===== config.mk =====
export PLATFORM = sky130hd
export DESIGN_NAME = gyro_frame_parser_unwrap
export DESIGN_NICKNAME = d
export VERILOG_FILES = /design/src/design/gfpu_pkg.sv /design/src/design/gyro_frame_parser_unwrap.sv
export SDC_FILE = /design/constraint.sdc
export NUM_CORES = 1
export LEC_CHECK = 0
export BUFFER_PORTS_ARGS = -buffer_cell sky130_fd_sc_hd__buf_4
export CAP_MARGIN = 20
export CORE_UTILIZATION = 45
export DETAILED_ROUTE_END_ITERATION = 10
export HOLD_SLACK_MARGIN = 0.12
export SYNTH_ARGS = -nofsm -noshare
export SYNTH_HDL_FRONTEND = slang
export SYNTH_SLANG_ARGS = --single-unit

===== constraint.sdc =====
create_clock -name clk -period 7 [get_ports clk]
set_input_delay 0.7 -clock clk [delete_from_list [all_inputs] [get_ports clk]]
set_output_delay 0.7 -clock clk [all_outputs]
set_load 0.03 [all_outputs]

===== src/design/gfpu_pkg.sv =====
// ----------------------------------------------------------------------------
// gfpu_pkg
// Types and constants shared by the gyro frame parser and its checker.
// ----------------------------------------------------------------------------
package gfpu_pkg;

  localparam logic [7:0] HDR_FIRST  = 8'hAA;
  localparam logic [7:0] HDR_SECOND = 8'h00;

  localparam int BODY_LEN = 13;
  localparam int SUM_LEN  = 11;
  localparam int CNT_W    = $clog2(BODY_LEN);

  localparam logic signed [16:0] UNWRAP_LIMIT = 17'sd18000;
  localparam logic [31:0]        TURN_UNITS   = 32'd36000;

  typedef logic [7:0]           rx_byte_t;
  typedef logic signed [15:0]   word_t;
  typedef logic signed [31:0]   angle32_t;
  typedef logic [CNT_W-1:0]     cnt_t;
  typedef logic [1:0]           wsel_t;

  localparam cnt_t IDX_HEAD_HI = cnt_t'(2);
  localparam cnt_t IDX_X_HI    = cnt_t'(6);
  localparam cnt_t IDX_Y_HI    = cnt_t'(8);
  localparam cnt_t IDX_Z_HI    = cnt_t'(10);
  localparam cnt_t IDX_LAST    = cnt_t'(BODY_LEN - 1);

  localparam wsel_t W_HEAD = 2'd0;
  localparam wsel_t W_X    = 2'd1;
  localparam wsel_t W_Y    = 2'd2;
  localparam wsel_t W_Z    = 2'd3;

endpackage


===== src/design/gyro_frame_parser_unwrap.sv =====
// ----------------------------------------------------------------------------
// gyro_frame_parser_unwrap
// Gyro serial frame parser with checksum check and multi-turn heading unwrap.
// ----------------------------------------------------------------------------
// One received byte is taken per cycle while the output is not stalled, and
// every byte yields exactly one result transaction, through a flag stage and
// then the output register. The parser hunts for the header 0xAA 0x00 and
// writes the 13 body bytes into a small body memory with a registered read.
// When the high byte of a 16-bit field arrives, its low byte is read back from
// that memory and the assembled word is staged, so the checksum byte can commit
// all fields in the same cycle. The checksum runs as a byte sum while the
// body arrives. The turn count multiply sits between a flag stage and the
// output register, and the block stalls input only while that output register
// holds an untaken result.
module gyro_frame_parser_unwrap #(
  parameter int TURN_BITS = 16
) (
  input  logic               clk,
  input  logic               rst_n,
  input  logic               in_valid,
  output logic               in_ready,
  input  gfpu_pkg::rx_byte_t in_rx_byte,
  output logic               out_valid,
  input  logic               out_ready,
  output logic               out_frame_done,
  output logic               out_checksum_ok,
  output gfpu_pkg::word_t    out_angle_out,
  output gfpu_pkg::word_t    out_accel_x,
  output gfpu_pkg::word_t    out_accel_y,
  output gfpu_pkg::word_t    out_accel_z,
  output gfpu_pkg::angle32_t out_unwrapped_angle
);
  import gfpu_pkg::*;

  localparam logic [1:0] PH_HUNT   = 2'd0;
  localparam logic [1:0] PH_SECOND = 2'd1;
  localparam logic [1:0] PH_BODY   = 2'd2;

  logic [1:0]           phase_r, phase_nxt;
  cnt_t                 cnt_r, cnt_nxt;
  logic [7:0]           sum_r, sum_nxt;
  rx_byte_t             body_mem [BODY_LEN];
  rx_byte_t             rdata_r;
  logic                 wr_en;
  logic                 rd_en;
  cnt_t                 rd_addr;
  rx_byte_t             hi_r, hi_nxt;
  wsel_t                sel_r, sel_nxt;
  logic                 pend_go_r;
  word_t                pend_r [4];
  word_t                head_r, head_nxt;
  word_t                ax_r, ax_nxt;
  word_t                ay_r, ay_nxt;
  word_t                az_r, az_nxt;
  logic [TURN_BITS-1:0] turn_r, turn_nxt;
  logic signed [16:0]   diff;
  logic                 accept;
  logic                 en;
  logic                 done;
  logic                 ok;
  logic                 s1_v_r, s1_done_r, s1_ok_r;
  logic                 out_v_r;
  angle32_t             turn_ext;
  logic [31:0]          prod;
  logic [31:0]          unw;

  assign en       = !out_v_r || out_ready;
  assign in_ready = en;
  assign accept   = in_valid && en;

  always_comb begin
    phase_nxt = phase_r;
    cnt_nxt   = cnt_r;
    sum_nxt   = sum_r;
    wr_en     = 1'b0;
    rd_en     = 1'b0;
    rd_addr   = cnt_r - cnt_t'(1);
    hi_nxt    = hi_r;
    sel_nxt   = sel_r;
    done      = 1'b0;
    ok        = 1'b0;
    if (accept) begin
      unique case (phase_r)
        PH_SECOND: begin
          if (in_rx_byte == HDR_SECOND) begin
            phase_nxt = PH_BODY;
          end else begin
            phase_nxt = PH_HUNT;
            cnt_nxt   = '0;
          end
        end
        PH_BODY: begin
          wr_en   = 1'b1;
          cnt_nxt = cnt_r + cnt_t'(1);
          if (cnt_r < cnt_t'(SUM_LEN)) begin
            sum_nxt = (cnt_r == '0) ? in_rx_byte : sum_r + in_rx_byte;
          end
          case (cnt_r)
            IDX_HEAD_HI: begin
              rd_en   = 1'b1;
              sel_nxt = W_HEAD;
            end
            IDX_X_HI: begin
              rd_en   = 1'b1;
              sel_nxt = W_X;
            end
            IDX_Y_HI: begin
              rd_en   = 1'b1;
              sel_nxt = W_Y;
            end
            IDX_Z_HI: begin
              rd_en   = 1'b1;
              sel_nxt = W_Z;
            end
            default: begin
            end
          endcase
          if (rd_en) begin
            hi_nxt = in_rx_byte;
          end
          if (cnt_r == IDX_LAST) begin
            done      = 1'b1;
            ok        = (sum_r == in_rx_byte);
            phase_nxt = PH_HUNT;
            cnt_nxt   = '0;
          end
        end
        default: begin
          phase_nxt = (in_rx_byte == HDR_FIRST) ? PH_SECOND : PH_HUNT;
        end
      endcase
    end
  end

  always_comb begin
    head_nxt = head_r;
    ax_nxt   = ax_r;
    ay_nxt   = ay_r;
    az_nxt   = az_r;
    turn_nxt = turn_r;
    diff     = 17'(pend_r[W_HEAD]) - 17'(head_r);
    if (ok) begin
      head_nxt = pend_r[W_HEAD];
      ax_nxt   = pend_r[W_X];
      ay_nxt   = pend_r[W_Y];
      az_nxt   = pend_r[W_Z];
      if (diff > UNWRAP_LIMIT) begin
        turn_nxt = turn_r - TURN_BITS'(1);
      end else if (diff < -UNWRAP_LIMIT) begin
        turn_nxt = turn_r + TURN_BITS'(1);
      end
    end
  end

  assign turn_ext = 32'(signed'(turn_r));
  assign prod     = turn_ext * TURN_UNITS;
  assign unw      = 32'd0 - (prod + 32'(head_r));

  always_ff @(posedge clk) begin
    if (wr_en) begin
      body_mem[cnt_r] <= in_rx_byte;
    end
    if (rd_en) begin
      rdata_r <= body_mem[rd_addr];
    end
    if (pend_go_r) begin
      pend_r[sel_r] <= {hi_r, rdata_r};
    end
    sum_r <= sum_nxt;
    hi_r  <= hi_nxt;
    sel_r <= sel_nxt;
    if (en) begin
      s1_done_r <= done;
      s1_ok_r   <= ok;
    end
    if (en && s1_v_r) begin
      out_frame_done      <= s1_done_r;
      out_checksum_ok     <= s1_ok_r;
      out_angle_out       <= head_r;
      out_accel_x         <= ax_r;
      out_accel_y         <= ay_r;
      out_accel_z         <= az_r;
      out_unwrapped_angle <= angle32_t'(unw);
    end
  end

  always_ff @(posedge clk) begin
    if (!rst_n) begin
      phase_r   <= PH_HUNT;
      cnt_r     <= '0;
      pend_go_r <= 1'b0;
      head_r    <= '0;
      ax_r      <= '0;
      ay_r      <= '0;
      az_r      <= '0;
      turn_r    <= '0;
      s1_v_r    <= 1'b0;
      out_v_r   <= 1'b0;
    end else begin
      phase_r   <= phase_nxt;
      cnt_r     <= cnt_nxt;
      pend_go_r <= rd_en;
      head_r    <= head_nxt;
      ax_r      <= ax_nxt;
      ay_r      <= ay_nxt;
      az_r      <= az_nxt;
      turn_r    <= turn_nxt;
      if (en) begin
        s1_v_r  <= accept;
        out_v_r <= s1_v_r;
      end
    end
  end

  assign out_valid = out_v_r;

endmodule


==> results.yml <==
clocking:
  clockBufferDepth: 3
  clkTransAtPathRegs_ps: 60
  cts_tree: "built"
  root_buffer: "clkbuf_16"
  clk-insertion-delay-late_ps: 580
  h-tree-depth: 2
  cts_sinks: 382
  cts_buffers: 42
  postCtsHoldBufs: 0
timing:
  skew_ps: 27.89
  setup_viol: 0
  clock.fmax_mhz: 150.7
  rsz0062_at_grt: "no"
  slew_viol_final: 0
  setup_tns_ps: 0
  period_minus_slack_ps: 6636
  worstMarginPinSlew_ps: 1008
  max-slew-margin-rel_pct: 32.71
  finalCritPeriodShare_pct: 94.80
  final_hold_viol_count: 0
global_routing:
  busiest_layer: "met2"
  grt_first_pass_wirelength_um: 67760
  grt_max_degree: 69
  met1_usage_pct: 24.45
  grt-ovfl-total: 0
  grt_use_total_pct: 19.44
  met3_usage_pct: 3.383
  grtUsageMet2_pct: 33.58
  grt_pass1_vias: 12780
  antenna_found_initial: 1
power_and_ir_drop:
  switching_power_w: 0.001009
  p_per_area_mw_per_mm2: 206.1
  p_clk_share_pct: 45.5
  seq_power_share_pct: 51.9
  comb_power_share_pct: 2.5
  peakVddDrop_mv: 0.2212
  power_switching_share_pct: 21.36
  internal_power_w: 0.003714
  p_leak_nw: 9.099
detailed_routing:
  firstDrtPassIters: 5
  wire_per_inst_um: 18.04
  ant_nets: 0
  vias: 12850
  wirelength_um: 43380
  drtIter0Drc: 787
  drcViolationCount: 0
  vias_per_cell: 5.341
logic_synthesis:
  async_flop_share_pct: 0
  ys.flop_type: "edfxtp_1"
  ys_seq_area_share_pct: 52.71
  synth_cells: 1652
  synth_edf_count: 293
  ys_types: 79
  yosys_warnings: 0
  syn_avg_cell_area_um2: 12.15
  synth_area_mm2: 0.02007
  syn-num-nets: 1905
  synth-seq-cells: 382
layout:
  stdcell_area_mm2: 0.02291
  n_antenna_cell: 0
  fin_nets: 2032
  drive_gt1_share_pct: 14.29
  mostFrequentLayoutCell: "edfxtp_1"
  area_growth_pct: 14.16
  layout_common_cells: "edfxtp_1 (293), ha_1 (194), nand2_1 (171), inv_1 (153), a21oi_1 (153)"
setup_path:
  arrival_ps: 6950
  slowest_delay_ps: 550
  cp-end-kind: "register"
  required_ps: 7320
  path_buf_inv: 2
  cp_max_fo: 7
  cp_cell_sequence: "ha_1 > ha_1 > fa_1 > fa_1 > inv_1 > fa_1 > inv_1 > ha_1 > a21oi_1 > nor2_1 > a211oi_1 > nand2_1 > a21oi_1 > xor2_1 > ha_1 > ha_1 > a21oi_1 > nor2_1 > a21oi_1 > o31ai_1 > o41a_1 > a21o_1 > o41a_1 > xor2_1"
  cp-start-kind: "register"
  crit_top_cell: "ha_1"
  path_class: "reg -> reg"
  critPathTopFamily: "adder cells"
  crit_path_top_delay_cell: "fa_1"
status:
  status: "finished clean"
floorplan:
  die_area_mm2: 0.04545
  die_w_um: 213.2
  io_pins: 112
  start_util_pct: 45.49
  die_h_um: 213.2
  rows: 77
  core_mm2: 0.04412
placement:
  place_congestion: 0.8426
  dp_hpwl_um: 31030
  post_dp_cell_area_mm2: 0.02152
  io_buffers: 111
flow_run:
  max_cap_violations: 0
hold_path:
  hold_path_class: "reg -> reg"
## area by class of cell
cell class	count	area, um2
fill	3903	21210
timing repair buffer	126	958.4
sequential	382	10590
clock inverter	23	221.5
multi-input combinational	1071	8677
tap	592	740.7
clock buffer	55	1140
inverter	156	589.3
## synth_stat cells (all sizes together), types with 18 or more instances
master / count / area share [%]
dfxtp: 89 / 8.9
inv: 156 / 2.9
ha: 194 / 12
xor2: 29 / 1.3
xnor2: 44 / 1.9
a21o: 18 / 0.68
clkbuf: 37 / 0.96
nand2: 171 / 3.2
o21ai: 45 / 1.1
nor2: 78 / 1.5
nor3: 22 / 0.55
a21oi: 154 / 3.9
nand3: 30 / 0.77
mux4: 32 / 3.6
fa: 47 / 4.7
edfxtp: 293 / 44
o21a: 22 / 0.82
## flip-flops by register name, summed over array words and instances (netlist names), 4 cells and up
register             count
body_mem               104
pend_r                  64
out_unwrapped_angle     31
ax_r                    16
ay_r                    16
az_r                    16
head_r                  16
out_accel_x             16
out_accel_y             16
out_accel_z             16
out_angle_out           16
turn_r                  16
hi_r                     8
rdata_r                  8
sum_r                    8
cnt_r                    4
## power groups by stage
stage | combinational (W) | clock [W] | sequential, W
after global routing | 0.000129 | 0.00228 | 0.00245
after floorplan | 0.0000328 | 0 | 0.00253
final | 0.000120 | 0.00215 | 0.00245
after CTS | 0.000123 | 0.00220 | 0.00245
after detailed placement | 0.000122 | 0 | 0.00250
after global placement | 0.000120 | 0 | 0.00250
## layer usage
metal	wire length (um)	share of wire, %
met5	0	0
met3	2061	4.8
met1	18300	42
met4	1319	3.0
met2	21700	50
## worst paths after layout
path,start,endpoint,slack [ps],cells past startpoint
min reg2reg,s1_done_r,out_frame_done,420,0
max reg2reg,turn_r[6],out_unwrapped_angle[31],360,24
min,s1_done_r,out_frame_done,420,0
max,turn_r[6],out_unwrapped_angle[31],360,24
## metrics by stage
| stage | setup WS (ps) | total power, W | hold slack [ps] | cells | utilization [%] |
|---|---|---|---|---|---|
| floorplan | 640.1 | 0.002567 | 400.3 | 1652 | - |
| global route | 16.00 | 0.004866 | 435.6 | 2405 | 51.93 |
| CTS | 222.7 | 0.004771 | 413.4 | 2404 | 51.86 |
| global placement | 290.4 | 0.002621 | 401.4 | 2326 | 48.78 |
| finish | 364.0 | 0.004723 | 425.0 | 2405 | 51.93 |
| detailed placement | 229.6 | 0.002623 | 406.2 | 2326 | 48.78 |
## cells by family after synthesis
group,Yosys count,synth area share (%)
muxes,38,3.902
AOI/OAI and AO/OA,328,10.35
DFF,382,52.71
buffers and inverters,199,4.121
and+or+nand+nor,391,8.940
xor gates and xnor gates,73,3.186
adders and majority gates,241,16.78
## repair_timing
action,in CTS,in global routing
buffers inserted,0,0
resized for setup,0,5
setup endpoints to repair,0,3
endpoints found under the hold margin,0,0
Note: power is estimated with default switching activity, not from simulation.
